### config.mk
export PLATFORM = sky130hd
export DESIGN_NAME = http_line_splitter_flat
export DESIGN_NICKNAME = d
export VERILOG_FILES = /design/src/rtl/core/hls_pkg.sv /design/src/rtl/core/hls_if.sv /design/src/rtl/core/hls_decoder.sv /design/src/rtl/core/hls_result_queue.sv /design/src/rtl/core/http_line_splitter.sv /design/src/flat_wrapper.sv
export SDC_FILE = /design/constraint.sdc
export NUM_CORES = 1
export LEC_CHECK = 0
export BUFFER_PORTS_ARGS = -buffer_cell sky130_fd_sc_hd__buf_2
export CAP_MARGIN = 25
export CORE_ASPECT_RATIO = 1.75
export CORE_MARGIN = 8
export CORE_UTILIZATION = 30
export DETAILED_ROUTE_END_ITERATION = 8
export SETUP_SLACK_MARGIN = 0.05
export SLEW_MARGIN = 20
export SYNTH_ARGS = -nofsm -noshare
export SYNTH_HDL_FRONTEND = slang
export SYNTH_SLANG_ARGS = --single-unit
### constraint.sdc
create_clock -name clock -period 5.3 [get_ports clock]
set_clock_uncertainty 0.2 [all_clocks]
set_input_delay 1.59 -clock clock [delete_from_list [all_inputs] [get_ports clock]]
set_output_delay 1.59 -clock clock [all_outputs]
set_load 0.005 [all_outputs]
### src/rtl/core/hls_pkg.sv
`default_nettype none
package hls_pkg;

   localparam logic [7:0] CH_CR = 8'h0D;
   localparam logic [7:0] CH_LF = 8'h0A;
   localparam logic [7:0] CH_SP = 8'h20;
   localparam logic [7:0] CH_HT = 8'h09;

   typedef enum logic [1:0] {
      KIND_BYTE  = 2'd0,
      KIND_LINE  = 2'd1,
      KIND_EMPTY = 2'd2
   } kind_type;

   typedef struct packed {
      kind_type   kind;
      logic [7:0] line_byte;
      logic       last;
   } result_type;

   // up to two results per input beat, count is 0..2
   typedef struct packed {
      logic [1:0] count;
      result_type first;
      result_type second;
   } decode_type;

endpackage
`default_nettype wire

### src/rtl/core/hls_if.sv
`default_nettype none
interface hls_req_if;
   logic       valid;
   logic       ready;
   logic [7:0] data_byte;
   logic       header_mode;

   modport source (output valid, output data_byte, output header_mode, input ready);
   modport sink   (input valid, input data_byte, input header_mode, output ready);
endinterface

interface hls_rsp_if;
   logic       valid;
   logic       ready;
   logic [1:0] kind;
   logic [7:0] line_byte;
   logic       last;

   modport source (output valid, output kind, output line_byte, output last, input ready);
   modport sink   (input valid, input kind, input line_byte, input last, output ready);
endinterface
`default_nettype wire

### src/rtl/core/hls_decoder.sv
`default_nettype none
module hls_decoder (
   input  wire logic               clock,
   input  wire logic               reset,
   input  wire logic               load,
   input  wire logic [7:0]         data_byte,
   input  wire logic               header_mode,
   input  wire logic               advance,
   output logic                    busy,
   output hls_pkg::decode_type     dec
);

   typedef enum logic [2:0] {
      ST_IDLE  = 3'd0,
      ST_MORE  = 3'd1,
      ST_LF    = 3'd2,
      ST_EMPTY = 3'd3,
      ST_FOUND = 3'd4
   } state_type;

   state_type  state_ff, state_in;
   logic       valid_ff, valid_in;
   logic [7:0] byte_ff;
   logic       mode_ff;

   logic       is_cr, is_lf, is_fold;
   logic       s_put;
   hls_pkg::kind_type s_kind;
   state_type  s_state;
   hls_pkg::result_type r0, r1;
   logic [1:0] n;

   assign is_cr   = (byte_ff == hls_pkg::CH_CR);
   assign is_lf   = (byte_ff == hls_pkg::CH_LF);
   assign is_fold = mode_ff && ((byte_ff == hls_pkg::CH_SP) || (byte_ff == hls_pkg::CH_HT));

   // first byte of a line
   always_comb begin
      if (is_cr) begin
         s_put   = 1'b0;
         s_kind  = hls_pkg::KIND_BYTE;
         s_state = ST_EMPTY;
      end else if (is_lf) begin
         s_put   = 1'b1;
         s_kind  = hls_pkg::KIND_EMPTY;
         s_state = ST_IDLE;
      end else begin
         s_put   = 1'b1;
         s_kind  = hls_pkg::KIND_BYTE;
         s_state = ST_MORE;
      end
   end

   always_comb begin
      n        = 2'd0;
      state_in = state_ff;
      r0       = '{kind: hls_pkg::KIND_BYTE, line_byte: byte_ff, last: 1'b0};
      r1       = '{kind: s_kind, line_byte: 8'd0, last: 1'b0};
      unique case (state_ff)
         ST_MORE: begin
            if (is_cr) begin
               state_in = ST_LF;
            end else if (is_lf) begin
               state_in = ST_FOUND;
            end else begin
               n        = 2'd1;
               state_in = ST_MORE;
            end
         end
         ST_LF: begin
            if (is_lf) begin
               state_in = ST_FOUND;
            end else if (!is_cr) begin
               n        = 2'd1;
               state_in = ST_MORE;
            end
         end
         ST_EMPTY: begin
            if (is_lf) begin
               n        = 2'd1;
               r0.kind  = hls_pkg::KIND_EMPTY;
               state_in = ST_IDLE;
            end else if (!is_cr) begin
               n        = 2'd1;
               state_in = ST_MORE;
            end
         end
         ST_FOUND: begin
            if (is_fold) begin
               n        = 2'd1;
               state_in = ST_MORE;
            end else if (!(mode_ff && is_cr)) begin
               // line confirmed, then this beat starts the next line
               r0.kind  = hls_pkg::KIND_LINE;
               n        = s_put ? 2'd2 : 2'd1;
               state_in = s_state;
               if (s_kind == hls_pkg::KIND_BYTE) begin
                  r1.line_byte = byte_ff;
               end
            end
         end
         default: begin
            n        = {1'b0, s_put};
            r0.kind  = s_kind;
            state_in = s_state;
         end
      endcase
      if (r0.kind != hls_pkg::KIND_BYTE) begin
         r0.line_byte = 8'd0;
      end
      r0.last = (n == 2'd1);
      r1.last = 1'b1;
   end

   assign valid_in  = load ? 1'b1 : (advance ? 1'b0 : valid_ff);
   assign busy      = valid_ff;
   assign dec.count = valid_ff ? n : 2'd0;
   assign dec.first  = r0;
   assign dec.second = r1;

   always_ff @(posedge clock) begin
      if (reset) begin
         state_ff <= ST_IDLE;
         valid_ff <= 1'b0;
      end else begin
         valid_ff <= valid_in;
         if (advance) begin
            state_ff <= state_in;
         end
      end
      if (load) begin
         byte_ff <= data_byte;
         mode_ff <= header_mode;
      end
   end

endmodule
`default_nettype wire

### src/rtl/core/hls_result_queue.sv
`default_nettype none
module hls_result_queue (
   input  wire logic                clock,
   input  wire logic                reset,
   input  wire logic                push,
   input  wire hls_pkg::decode_type dec,
   output logic [2:0]               room,
   input  wire logic                pop,
   output logic                     out_valid,
   output hls_pkg::result_type      out_data
);

   hls_pkg::result_type entries_ff [4];
   logic [1:0] rd_ptr_ff, rd_ptr_in;
   logic [1:0] wr_ptr_ff, wr_ptr_in;
   logic [2:0] count_ff, count_in;
   logic [1:0] push_n;

   assign push_n    = push ? dec.count : 2'd0;
   assign room      = 3'd4 - count_ff;
   assign out_valid = (count_ff != 3'd0);
   assign out_data  = entries_ff[rd_ptr_ff];

   assign wr_ptr_in = wr_ptr_ff + push_n;
   assign rd_ptr_in = rd_ptr_ff + {1'b0, pop};
   assign count_in  = count_ff + {1'b0, push_n} - {2'b00, pop};

   always_ff @(posedge clock) begin
      if (reset) begin
         rd_ptr_ff <= 2'd0;
         wr_ptr_ff <= 2'd0;
         count_ff  <= 3'd0;
      end else begin
         rd_ptr_ff <= rd_ptr_in;
         wr_ptr_ff <= wr_ptr_in;
         count_ff  <= count_in;
      end
      if (push_n != 2'd0) begin
         entries_ff[wr_ptr_ff] <= dec.first;
      end
      if (push_n == 2'd2) begin
         entries_ff[wr_ptr_ff + 2'd1] <= dec.second;
      end
   end

endmodule
`default_nettype wire

### src/rtl/core/http_line_splitter.sv
// HTTP line splitter. One byte beat enters per clock into an input register
// while the decoder is empty or can advance; the parse state machine decides
// that registered byte and, once the queue has room, pushes zero, one or two
// results (content byte, line complete, empty line) into a four-entry result
// queue feeding the rsp channel. Sustained rate is one byte per cycle while
// the consumer takes one result per cycle; a byte that confirms a line end and
// starts the next line yields two results and so costs one extra output beat,
// which the queue absorbs until it fills.
// The end of a line is reported only when the byte after the break arrives.
`default_nettype none
module http_line_splitter (
   input  wire logic     clock,
   input  wire logic     reset,
   hls_req_if.sink       req_if,
   hls_rsp_if.source     rsp_if
);

   hls_pkg::decode_type dec;
   hls_pkg::result_type out_data;
   logic [2:0] room;
   logic       busy;
   logic       advance;
   logic       load;
   logic       pop;
   logic       out_valid;

   assign advance      = busy && (room >= {1'b0, dec.count});
   assign req_if.ready = !busy || advance;
   assign load         = req_if.valid && req_if.ready;
   assign pop          = rsp_if.ready && out_valid;

   hls_decoder u_decoder (
      .clock       (clock),
      .reset       (reset),
      .load        (load),
      .data_byte   (req_if.data_byte),
      .header_mode (req_if.header_mode),
      .advance     (advance),
      .busy        (busy),
      .dec         (dec)
   );

   hls_result_queue u_queue (
      .clock     (clock),
      .reset     (reset),
      .push      (advance),
      .dec       (dec),
      .room      (room),
      .pop       (pop),
      .out_valid (out_valid),
      .out_data  (out_data)
   );

   assign rsp_if.valid     = out_valid;
   assign rsp_if.kind      = out_data.kind;
   assign rsp_if.line_byte = out_data.line_byte;
   assign rsp_if.last      = out_data.last;

endmodule
`default_nettype wire

### src/flat_wrapper.sv
// flat-port wrapper written by rule: the top's interface ports become plain ports
module http_line_splitter_flat 
  (clock, reset, req_if_valid, req_if_data_byte, req_if_header_mode, req_if_ready, rsp_if_valid, rsp_if_kind, rsp_if_line_byte, rsp_if_last, rsp_if_ready);
  hls_req_if req_if_i ();
  hls_rsp_if rsp_if_i ();
  input  wire logic clock;
  input  wire logic reset;
  input wire logic [$bits(req_if_i.valid)-1:0] req_if_valid;
  input wire logic [$bits(req_if_i.data_byte)-1:0] req_if_data_byte;
  input wire logic [$bits(req_if_i.header_mode)-1:0] req_if_header_mode;
  output wire logic [$bits(req_if_i.ready)-1:0] req_if_ready;
  output wire logic [$bits(rsp_if_i.valid)-1:0] rsp_if_valid;
  output wire logic [$bits(rsp_if_i.kind)-1:0] rsp_if_kind;
  output wire logic [$bits(rsp_if_i.line_byte)-1:0] rsp_if_line_byte;
  output wire logic [$bits(rsp_if_i.last)-1:0] rsp_if_last;
  input wire logic [$bits(rsp_if_i.ready)-1:0] rsp_if_ready;
  assign req_if_i.valid = req_if_valid;
  assign req_if_i.data_byte = req_if_data_byte;
  assign req_if_i.header_mode = req_if_header_mode;
  assign req_if_ready = req_if_i.ready;
  assign rsp_if_valid = rsp_if_i.valid;
  assign rsp_if_kind = rsp_if_i.kind;
  assign rsp_if_line_byte = rsp_if_i.line_byte;
  assign rsp_if_last = rsp_if_i.last;
  assign rsp_if_i.ready = rsp_if_ready;
  http_line_splitter u_core (.clock(clock), .reset(reset), .req_if(req_if_i), .rsp_if(rsp_if_i));
endmodule
==> reports/qor.csv <==
metric,value,unit
post-route ant nets,0,
Core ar.,11100,sq um
CTS clock-pin slew for the worst setup and hold paths,0.06,ns
Synth top area share,0.397,
Max Transition Viols Final,0,
Layout Nets,331,
class of the worst hold path,reg2reg,
Critical Path RT,3.51,ns
diode count,0,
total CTS buffers,9,
endpoints failing hold,0,
setup_tns,0,ns
root buf cell,clkbuf_16,
DP HPWL,6210,microns
Layout area overhead,16.7,%
Critical Path Sink Type,primary output,
die outline area,15100,sq um
"top cells by area, synth","edfxtp_1, dfxtp_1, mux4_2",
post-route non-filler standard cell count,445,
Initial DRC Count,163,
fin crit share,0.918,
Synth async-reset ratio,0,
Die X,96.5,microns
fmax,0.206,GHz
Seq cells post-synth,64,
Buffers on Ports,25,
CTS sink cnt,64,
WL per Instance,17.9,microns
prevailing post-synth register cell,edfxtp_1,
type of the worst setup path,reg2out,
total of max-cap violations,0,
depth of the CTS H-tree,3,
Mapped Cells,279,
placed cells,429,
CTS resizes,0,
drt drc,0,
RSZ-0062 raised after global routing,no,
Mapped Avg Cell Area,12.2,sq um
dpl ws,0.792,ns
leakage,1.30,nW
register area share after synthesis,0.509,
total wire length,7960,microns
Post-synth EDFFs,45,
status,finished clean,
Rel. slew slack,0.376,
largest net degree at the start of global routing,20,
io pins,26,
Max Buffers Root-to-Sink,2,
Worst Path Arrival,3.07,ns
num rows,51,
DRT Pass-1 Iters,4,
Vert. Die Dim,157,microns
worst slew pin tran,0.930,ns
CP Launch Type,register,
pwr/cell area,406,nW/um^2
worst vdd ir,0.000189,V
syn nets,302,
via count,2376,
"Power, Total",1.61,mW
CP max FO,8,
CTS tree,done,
PnR worst setup slack,0.436,ns
number of global-route vias before repair,2550,
# hold bufs at CTS,0,
Yosys warnings,0,
# setup viols final,0,
Syn Std Cell Area,3400,sq um
Period minus WS final,4.86,ns
Yosys cell types,55,
layout cell share with drive strength beyond 1,0.227,
GP Congestion,0.923,
GRT Util Overall,0.113,
remaining global-route overflow,0,
initial core utilization,0.306,
initial antenna violation count,0,
first-pass GRT wire length,12900,microns
cell taking the most area after synthesis,edfxtp_1,
Clock Latency Late Sink,0.33,ns
via density per instance,5.34,
"Setup Fix Bufs, Post-CTS",0,
-- cell type report --
| type | count | area [sq um] |
|---|---|---|
| fillers | 1123 | 7130 |
| flip-flops and latches | 64 | 1730 |
| multi-input cells | 190 | 1570 |
| clock buffers | 9 | 225 |
| well taps | 132 | 165 |
| repair buffers | 29 | 155 |
| clock inverters | 7 | 72.6 |
| inverters | 14 | 52.6 |
-- critical path, stage by stage, from the launching register on --
cell and delay [ns]:
edfxtp_1 0.47, nor3_4 0.44, o2111ai_4 0.27, a21oi_1 0.43, nor2_1 0.12, nor2_1 0.12
ha_1 0.23, nor2b_1 0.14, o21a_1 0.28, nand2_1 0.10, buf_2 0.14
-- sequential cells by signal, summed over array words and instances, names as in the netlist --
name / cells
u_core.u_decoder.byte_ff: 8
u_core.u_decoder.mode_ff: 1
u_core.u_decoder.state_ff: 3
u_core.u_queue.count_ff: 3
u_core.u_decoder.busy: 1
u_core.u_queue.entries_ff: 44
u_core.u_queue.rd_ptr_ff: 2
u_core.u_queue.wr_ptr_ff: 2
-- cells in the final DEF (no fill, tap or decap), types with 2 or more instances in the layout --
cell type,netlist,layout
nor4_1,3,3
xnor2_1,6,6
o211ai_1,4,4
nand3b_1,2,2
nor3_1,2,2
dfxtp_1,19,19
and3b_1,2,2
nand3_2,2,2
nand2_1,11,11
buf_2,3,25
clkinvlp_4,0,5
edfxtp_1,45,45
nor3b_1,11,11
a21boi_1,27,27
inv_1,12,12
clkbuf_16,0,9
buf_4,1,4
nand4_1,6,6
ha_1,9,9
mux4_2,11,11
o21ai_0,5,5
or3_1,3,3
o21a_1,4,4
nor2_1,12,12
nor2b_1,6,6
a21oi_1,11,11
nand4_2,3,3
o31ai_1,6,6
and2_1,4,4
o21ai_1,4,4
a211oi_1,3,3
nand3_1,12,12
-- where the power goes --
part           internal (mW)  total (mW)  switching (mW)
Sequential             0.595       0.667          0.0719
Combinational          0.183       0.366           0.183
Clock                  0.362       0.578           0.216
-- final timing paths --
path | start | endpoint | slack, ns | cells after the start
setup reg to reg | u_core.u_decoder.byte_ff[4] | u_core.u_queue.count_ff[2] | 0.82 | 18
hold / removal | u_core.u_queue.entries_ff[3][9] | u_core.u_queue.entries_ff[3][9] | 0.28 | 2
hold reg to reg | u_core.u_queue.entries_ff[3][9] | u_core.u_queue.entries_ff[3][9] | 0.28 | 2
setup / recovery | u_core.u_decoder.byte_ff[4] | req_if_ready | 0.44 | 10
-- through the flow --
step	cell area (sq um)	util	hold slack, ns
after floorplan	3400	-	0.244
after global placement	3670	0.331	0.277
after detailed placement	3670	0.331	0.276
after CTS	3970	0.358	0.284
after global routing	3970	0.358	0.311
final	3970	0.358	0.279
-- kinds of logic after synthesis --
family / share of synthesized area
and+or+nand+nor: 0.166
AOI/OAI and AO/OA: 0.168
DFF: 0.509
buffers and inverters: 0.0298
muxes: 0.0728
adders and majority gates: 0.0390
xor gates and xnor gates: 0.0154
-- Yosys cell counts, drive strengths merged, types with 2 or more instances --
cell type,number
edfxtp,45
a21boi,27
dfxtp,19
nand3,14
inv,13
nand2,12
nor2,12
nor3b,12
a21oi,11
mux4,11
ha,9
nand4,9
o21ai,9
buf,6
nor2b,6
o31ai,6
xnor2,6
clkbuf,5
and2,4
nor4,4
o211ai,4
o21a,4
a211oi,3
nor3,3
or3,3
a31oi,2
and3b,2
nand3b,2
-- layer usage --
layer / GRT usage / vias up / share of wire
met2: 0.215 / 44 / 0.58
met1: 0.0995 / 1173 / 0.36
met4: 0.0689 / 0 / 0.033
li1: - / 1138 / -
met5: 0 / - / 0
met3: 0.0288 / 21 / 0.031
Power figures use the tool's default switching activity.
